<file path="config.mk">
export PLATFORM = sky130hd
export DESIGN_NAME = ffra_ctrl
export DESIGN_NICKNAME = d
export VERILOG_FILES = /design/src/rtl/first_fit_region_allocator_top_macros.svh /design/src/rtl/ffra_pkg.sv /design/src/rtl/ffra_ctrl.sv
export SDC_FILE = /design/constraint.sdc
export NUM_CORES = 1
export LEC_CHECK = 0
export BUFFER_PORTS_ARGS = -buffer_cell sky130_fd_sc_hd__buf_2
export CORE_MARGIN = 10
export CORE_UTILIZATION = 51
export CTS_CLUSTER_DIAMETER = 100
export DETAILED_ROUTE_END_ITERATION = 12
export PLACE_DENSITY = 0.77
export SYNTH_ARGS = -nofsm -noshare
export SYNTH_HDL_FRONTEND = slang
export SYNTH_SLANG_ARGS = --single-unit
</file>
<file path="constraint.sdc">
create_clock -name clk -period 2.31 [get_ports clk]
set_clock_uncertainty 0.15 [all_clocks]
set_input_delay 0.693 -clock clk [delete_from_list [all_inputs] [get_ports clk]]
set_output_delay 0.693 -clock clk [all_outputs]
set_load 0.05 [all_outputs]
</file>
<file path="src/rtl/first_fit_region_allocator_top_macros.svh">
// Assertion macros for the first-fit region allocator.
// Used by the top level; needs clk and rst_n in the including scope.
`ifndef FIRST_FIT_REGION_ALLOCATOR_TOP_MACROS_SVH
`define FIRST_FIT_REGION_ALLOCATOR_TOP_MACROS_SVH

// The consequent must hold in the same cycle as the antecedent.
`define FFRA_ASSERT_NOW(label, ante, cons, msg) \
    label: assert property (@(posedge clk) disable iff (!rst_n) (ante) |-> (cons)) \
        else $error(msg);

// The consequent must hold in the cycle after the antecedent.
`define FFRA_ASSERT_NEXT(label, ante, cons, msg) \
    label: assert property (@(posedge clk) disable iff (!rst_n) (ante) |=> (cons)) \
        else $error(msg);

`endif

</file>
<file path="src/rtl/ffra_pkg.sv">
// Shared types and constants for the first-fit region allocator.
// Used by the controller, the datapath and the top level; no dependencies.
`timescale 1ns / 1ps
`default_nettype none

package ffra_pkg;

    localparam int NODE_COUNT = 64;
    localparam int IDX_W      = $clog2(NODE_COUNT);
    localparam int LINK_W     = $clog2(NODE_COUNT + 1);
    localparam logic [LINK_W-1:0] LINK_NIL = LINK_W'(NODE_COUNT);
    localparam logic [IDX_W-1:0]  IDX_LAST = IDX_W'(NODE_COUNT - 1);

    localparam int IN_W     = 72;
    localparam int OUT_W    = 72;
    localparam int CFG_IDX_W = 1;

    localparam logic [1:0] CMD_INIT    = 2'd0;
    localparam logic [1:0] CMD_ALLOC   = 2'd1;
    localparam logic [1:0] CMD_RELEASE = 2'd2;

    localparam logic [1:0] ST_OK        = 2'd0;
    localparam logic [1:0] ST_NO_MEM    = 2'd1;
    localparam logic [1:0] ST_NO_NODES  = 2'd2;
    localparam logic [1:0] ST_NOT_FOUND = 2'd3;

    localparam logic [CFG_IDX_W-1:0] REG_BASE = 1'b0;
    localparam logic [CFG_IDX_W-1:0] REG_SIZE = 1'b1;

    typedef logic [LINK_W-1:0] link_t;
    typedef logic [IDX_W-1:0]  idx_t;

    typedef struct packed {
        logic        free;
        logic [31:0] start;
        logic [31:0] length;
        link_t       prev;
        link_t       next;
    } node_t;

    typedef enum logic [4:0] {
        OP_NONE,
        OP_LOAD,
        OP_INIT,
        OP_WALK_START,
        OP_WALK,
        OP_EXACT,
        OP_SCAN_START,
        OP_SCAN,
        OP_SPLIT,
        OP_WRITE_H_USED,
        OP_RD_NEXT,
        OP_MERGE_NEXT,
        OP_RD_PREV,
        OP_MERGE_PREV,
        OP_WRITE_H,
        OP_RD_LINK,
        OP_FIX_LINK,
        OP_FAIL,
        OP_DONE
    } dp_op_t;

    typedef struct packed {
        dp_op_t     op;
        logic [1:0] err;
    } ctrl_t;

    typedef struct packed {
        logic head_avail;
        logic hit;
        logic walk_end;
        logic exact;
        logic spare_hit;
        logic scan_end;
        logic next_nil;
        logic prev_nil;
        logic link_nil;
        logic out_busy;
    } dp_stat_t;

endpackage

`default_nettype wire

</file>
<file path="src/rtl/ffra_ctrl.sv">
// Command sequencer of the first-fit region allocator.
// Depends on ffra_pkg; drives the datapath through ctrl_t and reads dp_stat_t.
`timescale 1ns / 1ps
`default_nettype none

module ffra_ctrl (
    input  wire logic              clk,
    input  wire logic              rst_n,
    input  wire logic              in_valid,
    input  wire logic [1:0]        in_command,
    output logic                   in_ready,
    input  ffra_pkg::dp_stat_t     stat,
    output ffra_pkg::ctrl_t        ctrl
);

    typedef enum logic [3:0] {
        S_IDLE,
        S_INIT,
        S_START,
        S_WALK,
        S_FIT,
        S_SCAN,
        S_SPLIT,
        S_WH,
        S_RNEXT,
        S_RNCHK,
        S_RPREV,
        S_RPCHK,
        S_LINK,
        S_FIX,
        S_DONE
    } state_t;

    state_t state_reg, state_next;
    logic   alloc_reg, alloc_next;
    logic [1:0] miss_code;

    assign in_ready  = (state_reg == S_IDLE);
    assign miss_code = alloc_reg ? ffra_pkg::ST_NO_MEM : ffra_pkg::ST_NOT_FOUND;

    always_comb
    begin
        state_next = state_reg;
        alloc_next = alloc_reg;
        ctrl.op    = ffra_pkg::OP_NONE;
        ctrl.err   = ffra_pkg::ST_OK;
        unique case (state_reg)
            S_IDLE:
            begin
                if (in_valid)
                begin
                    ctrl.op = ffra_pkg::OP_LOAD;
                    case (in_command)
                        ffra_pkg::CMD_INIT:
                            state_next = S_INIT;
                        ffra_pkg::CMD_ALLOC:
                        begin
                            alloc_next = 1'b1;
                            state_next = S_START;
                        end
                        ffra_pkg::CMD_RELEASE:
                        begin
                            alloc_next = 1'b0;
                            state_next = S_START;
                        end
                        default:
                            state_next = S_DONE;
                    endcase
                end
            end
            S_INIT:
            begin
                ctrl.op    = ffra_pkg::OP_INIT;
                state_next = S_DONE;
            end
            S_START:
            begin
                if (stat.head_avail)
                begin
                    ctrl.op    = ffra_pkg::OP_FAIL;
                    ctrl.err   = miss_code;
                    state_next = S_DONE;
                end
                else
                begin
                    ctrl.op    = ffra_pkg::OP_WALK_START;
                    state_next = S_WALK;
                end
            end
            S_WALK:
            begin
                if (stat.hit)
                begin
                    ctrl.op    = ffra_pkg::OP_WALK;
                    state_next = alloc_reg ? S_FIT : S_RNEXT;
                end
                else if (stat.walk_end)
                begin
                    ctrl.op    = ffra_pkg::OP_FAIL;
                    ctrl.err   = miss_code;
                    state_next = S_DONE;
                end
                else
                begin
                    ctrl.op = ffra_pkg::OP_WALK;
                end
            end
            S_FIT:
            begin
                if (stat.exact)
                begin
                    ctrl.op    = ffra_pkg::OP_EXACT;
                    state_next = S_DONE;
                end
                else
                begin
                    ctrl.op    = ffra_pkg::OP_SCAN_START;
                    state_next = S_SCAN;
                end
            end
            S_SCAN:
            begin
                if (stat.spare_hit)
                begin
                    ctrl.op    = ffra_pkg::OP_SCAN;
                    state_next = S_SPLIT;
                end
                else if (stat.scan_end)
                begin
                    ctrl.op    = ffra_pkg::OP_FAIL;
                    ctrl.err   = ffra_pkg::ST_NO_NODES;
                    state_next = S_DONE;
                end
                else
                begin
                    ctrl.op = ffra_pkg::OP_SCAN;
                end
            end
            S_SPLIT:
            begin
                ctrl.op    = ffra_pkg::OP_SPLIT;
                state_next = S_WH;
            end
            S_WH:
            begin
                ctrl.op    = ffra_pkg::OP_WRITE_H_USED;
                state_next = S_LINK;
            end
            S_RNEXT:
            begin
                if (stat.next_nil)
                begin
                    state_next = S_RPREV;
                end
                else
                begin
                    ctrl.op    = ffra_pkg::OP_RD_NEXT;
                    state_next = S_RNCHK;
                end
            end
            S_RNCHK:
            begin
                ctrl.op    = ffra_pkg::OP_MERGE_NEXT;
                state_next = S_RPREV;
            end
            S_RPREV:
            begin
                if (stat.prev_nil)
                begin
                    ctrl.op    = ffra_pkg::OP_WRITE_H;
                    state_next = S_LINK;
                end
                else
                begin
                    ctrl.op    = ffra_pkg::OP_RD_PREV;
                    state_next = S_RPCHK;
                end
            end
            S_RPCHK:
            begin
                ctrl.op    = ffra_pkg::OP_MERGE_PREV;
                state_next = S_LINK;
            end
            S_LINK:
            begin
                if (stat.link_nil)
                begin
                    state_next = S_DONE;
                end
                else
                begin
                    ctrl.op    = ffra_pkg::OP_RD_LINK;
                    state_next = S_FIX;
                end
            end
            S_FIX:
            begin
                ctrl.op    = ffra_pkg::OP_FIX_LINK;
                state_next = S_DONE;
            end
            S_DONE:
            begin
                if (!stat.out_busy)
                begin
                    ctrl.op    = ffra_pkg::OP_DONE;
                    state_next = S_IDLE;
                end
            end
            default:
                state_next = S_IDLE;
        endcase
    end

    always_ff @(posedge clk or negedge rst_n)
    begin
        if (!rst_n)
        begin
            state_reg <= S_IDLE;
            alloc_reg <= 1'b0;
        end
        else
        begin
            state_reg <= state_next;
            alloc_reg <= alloc_next;
        end
    end

endmodule

`default_nettype wire

</file>
==> metrics.cfg, run 1 <==
[synth]
ys_ff_latch=5
syn_inst=110
synth_cell_types=37
seq_area_frac_synth=0.157
syn_area_um2=798
syn_nets=129
syn_avg_cell_area_um2=7.26
yosys_warnings=0

[floorplan]
fp.dieH_um=59.6
start_util=0.536
placementRows=14
io_pins=23
die_w_um=59.6

[clocking]
cts_buffer_depth=2
root_buffer=clkbuf_4
htreeDepth=1
cts_buffers=3
clock_sinks=5

[run_status]
stop_error=[ERROR DPL-0038] Utilization greater than 100%, impossible to legalize
lastStage=global routing
status=did not finish

[sta]
postGrtWorstEndpoint=ctrl[2]
endpoint_type=output port

[place]
dpl_cell_area_um2=1150
gp_congestion=0.899
portBuffers=22
hpwl_um=2470

[global_routing]
grt_max_degree=14

-- cells by family after synthesis --
logic type                 Yosys count  synth area share
and+or+nand+nor                     42             0.276
muxes                                7             0.122
buffers and inverters               15             0.100
AOI/OAI and AO/OA                   37             0.282
DFF                                  5             0.157
adders and majority gates            4            0.0627
-- what timing repair did --
item	CTS
endpoints found under the hold margin	0
pin swaps	7
hold buffers	0
endpoints found under the setup margin	8
gates resized for setup	39
setup buffers	9
-- Yosys cell counts --
cell type	instances	area (um^2)
inv_2	1	3.75
nand2b_1	3	18.8
and2_1	1	6.26
a211o_1	1	8.76
nor3_1	1	5.00
a2bb2oi_1	1	8.76
buf_4	3	22.5
o21ai_1	4	20.0
ha_1	4	50.1
nor2b_1	2	12.5
nand4b_1	1	8.76
mux2i_1	3	30.0
nand3_1	6	30.0
or2_0	1	6.26
a21oi_1	6	30.0
dfrtp_1	5	125
o21ai_0	12	60.1
o221ai_1	2	17.5
nor3b_1	3	22.5
and4b_1	1	10.0
buf_6	1	11.3
o32ai_1	1	8.76
nor2_1	8	30.0
buf_2	4	20.0
and2b_1	1	7.51
inv_1	6	22.5
mux4_2	2	45.0
o22ai_1	6	37.5
nand2_1	10	37.5
o21a_1	1	7.51
a311oi_1	1	8.76
or2_1	2	12.5
mux2_2	2	22.5
o31ai_1	1	7.51
nor4_1	1	6.26
or3_1	1	6.26
o211a_1	1	10.0
-- stage by stage --
stage | setup WS, ns | hold WS (ns) | util | TNS [ns] | instances
4_1_cts | -0.370 | 0.108 | 0.935 | -1.23 | 181
2_1_floorplan | -0.201 | 0.247 | - | -0.526 | 110
3_3_place_gp | -0.366 | 0.357 | 0.773 | -1.94 | 168
3_5_place_dp | -0.404 | 0.367 | 0.773 | -2.17 | 168
==> run 2: changes to the inputs <==
--- a/config.mk
+++ b/config.mk
@@ -6,11 +6,10 @@
 export NUM_CORES = 1
 export LEC_CHECK = 0
 export BUFFER_PORTS_ARGS = -buffer_cell sky130_fd_sc_hd__buf_2
-export CORE_MARGIN = 10
-export CORE_UTILIZATION = 51
-export CTS_CLUSTER_DIAMETER = 100
+export CORE_AREA = 10 10 71 73
 export DETAILED_ROUTE_END_ITERATION = 12
-export PLACE_DENSITY = 0.77
+export DIE_AREA = 0 0 81 83
+export PLACE_DENSITY_LB_ADDON = 0.15
 export SYNTH_ARGS = -nofsm -noshare
 export SYNTH_HDL_FRONTEND = slang
 export SYNTH_SLANG_ARGS = --single-unit
==> run 2 against run 1 <==
  * The flow now finishes, with violations (setup timing)
  * Synthesized cell count did not move
  * Synthesized area did not move
==> metrics.cfg, run 2 <==
[run_status]
status=complete, but fails checks
violations=setup timing

[clocking]
htreeDepth=1  ; unchanged
holdBufCountCts=0  ; unchanged
cts_buffer_depth=2  ; unchanged
cts_tree=yes
clock_sinks=5  ; unchanged
clkLatencyLatePin_ns=0.22
clk_pin_slew_ns=0.03
root_buffer=clkbuf_8
cts_buffers=3  ; unchanged

[synth]
syn_inst=110  ; unchanged
synth_top_area_frac=0.157  ; unchanged
synth_edf_count=0  ; unchanged
yosysTopAreaCell=dfrtp_1
syn_area_um2=798  ; unchanged
syn_avg_cell_area_um2=7.26  ; unchanged
synthTopCellsByCount=o21ai_0 (12), nand2_1 (10), nor2_1 (8)
synth-main-ff-cell=dfrtp_1
synth_area_leaders=dfrtp_1 (16%), o21ai_0 (7.5%), ha_1 (6.3%), mux4_2 (5.6%), nand2_1 (4.7%)
syn_nets=129  ; unchanged
yosys_warnings=0  ; unchanged
synthArstFlopShare=1.00  ; unchanged
synth_cell_types=37  ; unchanged
seq_area_frac_synth=0.157  ; unchanged
yosysMostFrequentCell=o21ai_0
ys_ff_latch=5  ; unchanged

[final_layout]
nets=193
areaGrowthSynthToFinish_pct=98.1
layout.cells.most_common_list=buf_4 (39), buf_6 (15), buf_2 (10)
ff_latch_area_um2=129
stdcell_area_um2=1580
antennaDiodeCount=0
layout_commonest_cell=buf_4
largest_reg_flops=4
final_layout_size_suffix_gt1_frac=0.595
multiInputGateArea_um2=764
nFillCells=376

[floorplan]
die_area_um2=6720
start_util=0.220  ; -0.316
fp.dieH_um=83  ; +39%
io_pins=23  ; unchanged
placementRows=22  ; +8
die_w_um=81  ; +36%
coreArea_um2=3630

[global_routing]
grt_pass1_vias=1129
track_usage=0.0987
grt_max_degree=12
antenna_found_initial=0
grt.overflow.total=0
grt_pass1_wl_um=5410

[sta]
setup_violations=6
rsz0062_at_grt=yes
fin_tns_setup_ns=-0.915
timing.final.crit_share=1.15
hold_viol_final=0
max_freq_mhz=375
worst_slew_pin_slew_ns=0.318
final_max_slew_viol_count=0
fin_ws_ns=-0.355
relSlewSlack=0.786
holdWs_ns=0.131
finalCriticalPeriod_ns=2.66

[drt]
drt_pass1_iterations=4
viasPerCell=4.77
drt-initial-drc-count=54
postRouteAntennaNets=0
vias=1055
routed_wl_um=3240
post_drt_wl_per_cell_um=14.7
drc_errors=0

[min_path]
hold_class=input port to asynchronous set/reset pin

[place]
hpwl_um=2570  ; +4.0%
gp_congestion=0.829  ; -7.7%
dpl_cell_area_um2=1230  ; +6.7%
portBuffers=22  ; unchanged

[worst_setup_path]
worstSetupPathType=input port to primary output
cp_data_required_time_ns=1.47
cp_top_family=multiplexers
r2r_slack_ns=0.19
r2r-start=state_reg[1]
slowest_stage=mux4_2
rr_endpoint=state_reg[0]
endpoint_kind=primary output
crit_fanout=2
path_buf_inv=2
cp_data_arrival_time_ns=1.82
max_stage_delay_ns=0.49
crit_path_cell_trace=buf_6 -> and2b_1 -> or2_1 -> mux4_2 -> buf_8
worstSetupStartpointType=input port
reg2reg_depth=7

[flow_run]
drv_cap=0

[power]
p_leak_nw=0.731
power.density_nw_per_um2=1610
ir_worst_vdd_mv=0.571
finalPower_w=0.00254

-- run 2: cell counts after synthesis --
No cell type changed its count.
-- run 2: what timing repair did --
action,CTS,global route
endpoints found under the setup margin,8,8
gates resized for setup,56,11
cloned,0,0
setup buffers,9,6
pin swaps,9,6
-- run 2: kinds of logic after synthesis --
logic type,Yosys count,share of synthesized area
compound gates,37,0.282
fa+ha+maj,4,0.0627
buf+inv,15,0.100
flops,5,0.157
mux,7,0.122
simple gates,42,0.276
-- run 2: final cells by class --
| cell class | count | share of cell area |
|---|---|---|
| multi-input cells | 90 | 0.483 |
| inverters | 7 | 0.0166 |
| flip-flops and latches | 5 | 0.0815 |
| clock buffers | 4 | 0.0285 |
| well taps | 48 | 0.0380 |
| repair buffers | 67 | 0.352 |
-- run 2: worst max path at each step --
stage | startpoint | cells past startpoint | slack (ns) | to
finish | stat[6] | 5 | -0.35 | ctrl[2]
global route | stat[6] | 5 | -0.38 | ctrl[2]
CTS | stat[6] | 5 | -0.36 | ctrl[2]
detailed placement | stat[6] | 5 | -0.41 | ctrl[2]
global placement | stat[6] | 5 | -0.39 | ctrl[2]
floorplan | stat[6] | 3 | -0.20 | ctrl[2]
-- run 2: per-stage QoR --
step,instances,setup slack [ns],util
2_1_floorplan,110,-0.201,-
3_3_place_gp,205,-0.387,0.338
3_5_place_dp,205,-0.406,0.338
4_1_cts,218,-0.361,0.421
5_1_grt,221,-0.378,0.435
6_report,221,-0.355,0.435
-- run 2: routing by layer --
metal / wire length [um] / vias to the layer above / global-route usage
li1: - / 532 / -
met1: 1390 / 499 / 0.120
met2: 1660 / 20 / 0.165
met3: 161 / 4 / 0.0226
met4: 34 / 0 / 0.0297
met5: 0 / - / 0
-- run 2: report_power, final --
group          internal [W]  total (W)  leakage, nW  switching [W]
registers          0.000140   0.000236       0.0570      0.0000952
logic               0.00105    0.00215        0.652        0.00109
clock network      0.000118   0.000160       0.0228      0.0000418
total               0.00131    0.00254        0.731        0.00123
-- run 2: worst register-to-register path, stage by stage, from the launching register on --
cell and delay, ns:
dfrtp_2 0.46, buf_4 0.16, buf_6 0.11, or2_4 0.26, buf_4 0.13, buf_4 0.12, mux4_2 0.49, o21ai_1 0.16
Power figures use the tool's default switching activity.
==> run 3: changes to the inputs <==
--- a/config.mk
+++ b/config.mk
@@ -9,7 +9,7 @@
 export CORE_AREA = 10 10 71 73
 export DETAILED_ROUTE_END_ITERATION = 12
 export DIE_AREA = 0 0 81 83
-export PLACE_DENSITY_LB_ADDON = 0.15
+export SETUP_SLACK_MARGIN = 0.2
 export SYNTH_ARGS = -nofsm -noshare
 export SYNTH_HDL_FRONTEND = slang
 export SYNTH_SLANG_ARGS = --single-unit
==> constraint.sdc (replaced) <==
create_clock -name clk -period 2.41 [get_ports clk]
set_clock_uncertainty 0.15 [all_clocks]
set_input_delay 0.723 -clock clk [delete_from_list [all_inputs] [get_ports clk]]
set_output_delay 0.723 -clock clk [all_outputs]
set_load 0.05 [all_outputs]
==> run 3 against run 2 <==
  * The flow still finishes with violations (setup timing)
  * Critical path depth unchanged
  * Clock power down 8%
  * Power down 7.5%
  * First-iteration DRC count up 22%
  * Utilization down 0.31 points
  * Flip-flop and latch count unchanged
  * Global-route usage down 1.4 points
  * Worst hold slack better by 0.036 ns
  * Largest power group unchanged
==> metrics.cfg, run 3 (synthesis gave the netlist of run 2 again) <==
[run_status]
status=complete, but fails checks
violations=setup timing

[drt]
drt_pass1_iterations=4  ; unchanged
vias=1042  ; -1.2%
drt-initial-drc-count=66  ; +22%
routed_wl_um=2950  ; -9.1%
postRouteAntennaNets=0  ; unchanged
drc_errors=0  ; unchanged
viasPerCell=4.82  ; +1.1%
post_drt_wl_per_cell_um=13.6  ; -7.0%

[final_layout]
final_layout_size_suffix_gt1_frac=0.577  ; -0.0180
largest_reg_flops=4  ; unchanged
layout_commonest_cell=buf_4
multiInputGateArea_um2=781  ; +2.1%
areaGrowthSynthToFinish_pct=96.7
antennaDiodeCount=0  ; unchanged
layout.cells.most_common_list=buf_4 (35), buf_6 (13), nand2_1 (9), buf_2 (9), o21ai_0 (7)
ff_latch_area_um2=129  ; unchanged
post-route-util=0.432  ; -0.00310
nets=188  ; -2.6%
nFillCells=381  ; +1.3%

[place]
place_ws_ns=-0.359  ; +0.0476 ns
hpwl_um=2260  ; -12%
portBuffers=22  ; unchanged
gp_congestion=0.858  ; +3.4%

[floorplan]
coreArea_um2=3630  ; unchanged
die_w_um=81  ; unchanged
start_util=0.220  ; unchanged
io_pins=23  ; unchanged
fp.dieH_um=83  ; unchanged
placementRows=22  ; unchanged
die_area_um2=6720  ; unchanged

[sta]
final_max_slew_viol_count=0  ; unchanged
holdWs_ns=0.167  ; +0.0359 ns
fin_ws_ns=-0.338  ; +0.0164 ns
finalCriticalPeriod_ns=2.75
setup_violations=7  ; +1
timing.final.crit_share=1.14
hold_viol_final=0  ; unchanged
rsz0062_at_grt=yes
max_freq_mhz=364
relSlewSlack=0.736  ; -0.0500
worst_slew_pin_slew_ns=0.392  ; +0.0743 ns

[power]
finalPower_w=0.00235  ; -7.5%
ir_worst_vdd_mv=0.440  ; -23%
power.density_nw_per_um2=1500  ; -6.9%
p_leak_nw=0.716  ; -2.1%

[worst_setup_path]
rr_endpoint=state_reg[3]
cp_data_required_time_ns=1.54  ; +0.07 ns
r2r_slack_ns=0.39  ; +0.20 ns
r2r-start=state_reg[2]
worstSetupPathType=input port to primary output
endpoint_kind=primary output
cp_data_arrival_time_ns=1.88  ; +0.06 ns
crit_fanout=2  ; unchanged
reg2reg_depth=7  ; unchanged
worstSetupStartpointType=input port

[global_routing]
grt_pass1_wl_um=4840  ; -10%
track_usage=0.0850  ; -0.0137
grt_max_degree=13  ; +1
grt_pass1_vias=1090  ; -3.5%
grt.overflow.total=0  ; unchanged
antenna_found_initial=0  ; unchanged

[clocking]
clk_pin_slew_ns=0.03  ; about the same
cts_buffer_depth=2  ; unchanged
htreeDepth=1  ; unchanged
cts_tree=yes
cts_buffers=3  ; unchanged
clkLatencyLatePin_ns=0.21  ; about the same
holdBufCountCts=0  ; unchanged
clock_sinks=5  ; unchanged
root_buffer=clkbuf_8

[flow_run]
drv_cap=0  ; unchanged

[min_path]
hold_class=input port to asynchronous set/reset pin

-- run 3: power by group --
group / switching (W) / total, W / internal [W]
logic: 0.00102 / 0.00199 / 0.000967
clock network: 0.0000352 / 0.000148 / 0.000113
registers: 0.0000791 / 0.000214 / 0.000135
total: 0.00114 / 0.00235 / 0.00122
-- run 3: worst max path at each step --
stage / startpoint / endpoint / slack [ns] / depth (start not counted)
final: stat[6] / ctrl[2] / -0.34 / 5
after global routing: stat[6] / ctrl[2] / -0.38 / 5
after CTS: stat[6] / ctrl[2] / -0.33 / 5
after detailed placement: stat[6] / ctrl[2] / -0.36 / 5
after global placement: stat[6] / ctrl[2] / -0.35 / 5
after floorplan: stat[6] / ctrl[2] / -0.16 / 3
-- run 3: routing by layer --
layer	GRT usage	routed length (um)	up-vias
li1	-	-	523
met1	0.109	1270	491
met2	0.131	1470	26
met3	0.0216	197	2
met4	0.0329	14	0
met5	0	0	-
-- run 3: layout make-up --
| type | instances | area share |
|---|---|---|
| Multi-Input combinational cell | 90 | 0.497 |
| Inverter | 7 | 0.0167 |
| Timing Repair Buffer | 62 | 0.337 |
| Clock buffer | 4 | 0.0287 |
| Tap cell | 48 | 0.0382 |
| Sequential cell | 5 | 0.0821 |
-- run 3: worst max-delay path, cell delays in order --
cell	delay, ns
buf_6	0.09
and2b_1	0.16
or2_1	0.24
mux4_2	0.49
buf_8	0.17
-- run 3: repair_timing --
| item | CTS | global route |
|---|---|---|
| buffers inserted | 8 | 5 |
| pin swaps | 8 | 12 |
| resized for setup | 37 | 23 |
| setup endpoints to repair | 8 | 8 |
-- run 3: through the flow --
step | cells | setup TNS [ns] | cell area [um^2]
after floorplan | 110 | -0.182 | 892
after detailed placement | 199 | -1.49 | 1210
after CTS | 211 | -0.856 | 1440
final | 216 | -0.741 | 1570
after global placement | 199 | -1.48 | 1210
after global routing | 216 | -1.05 | 1570
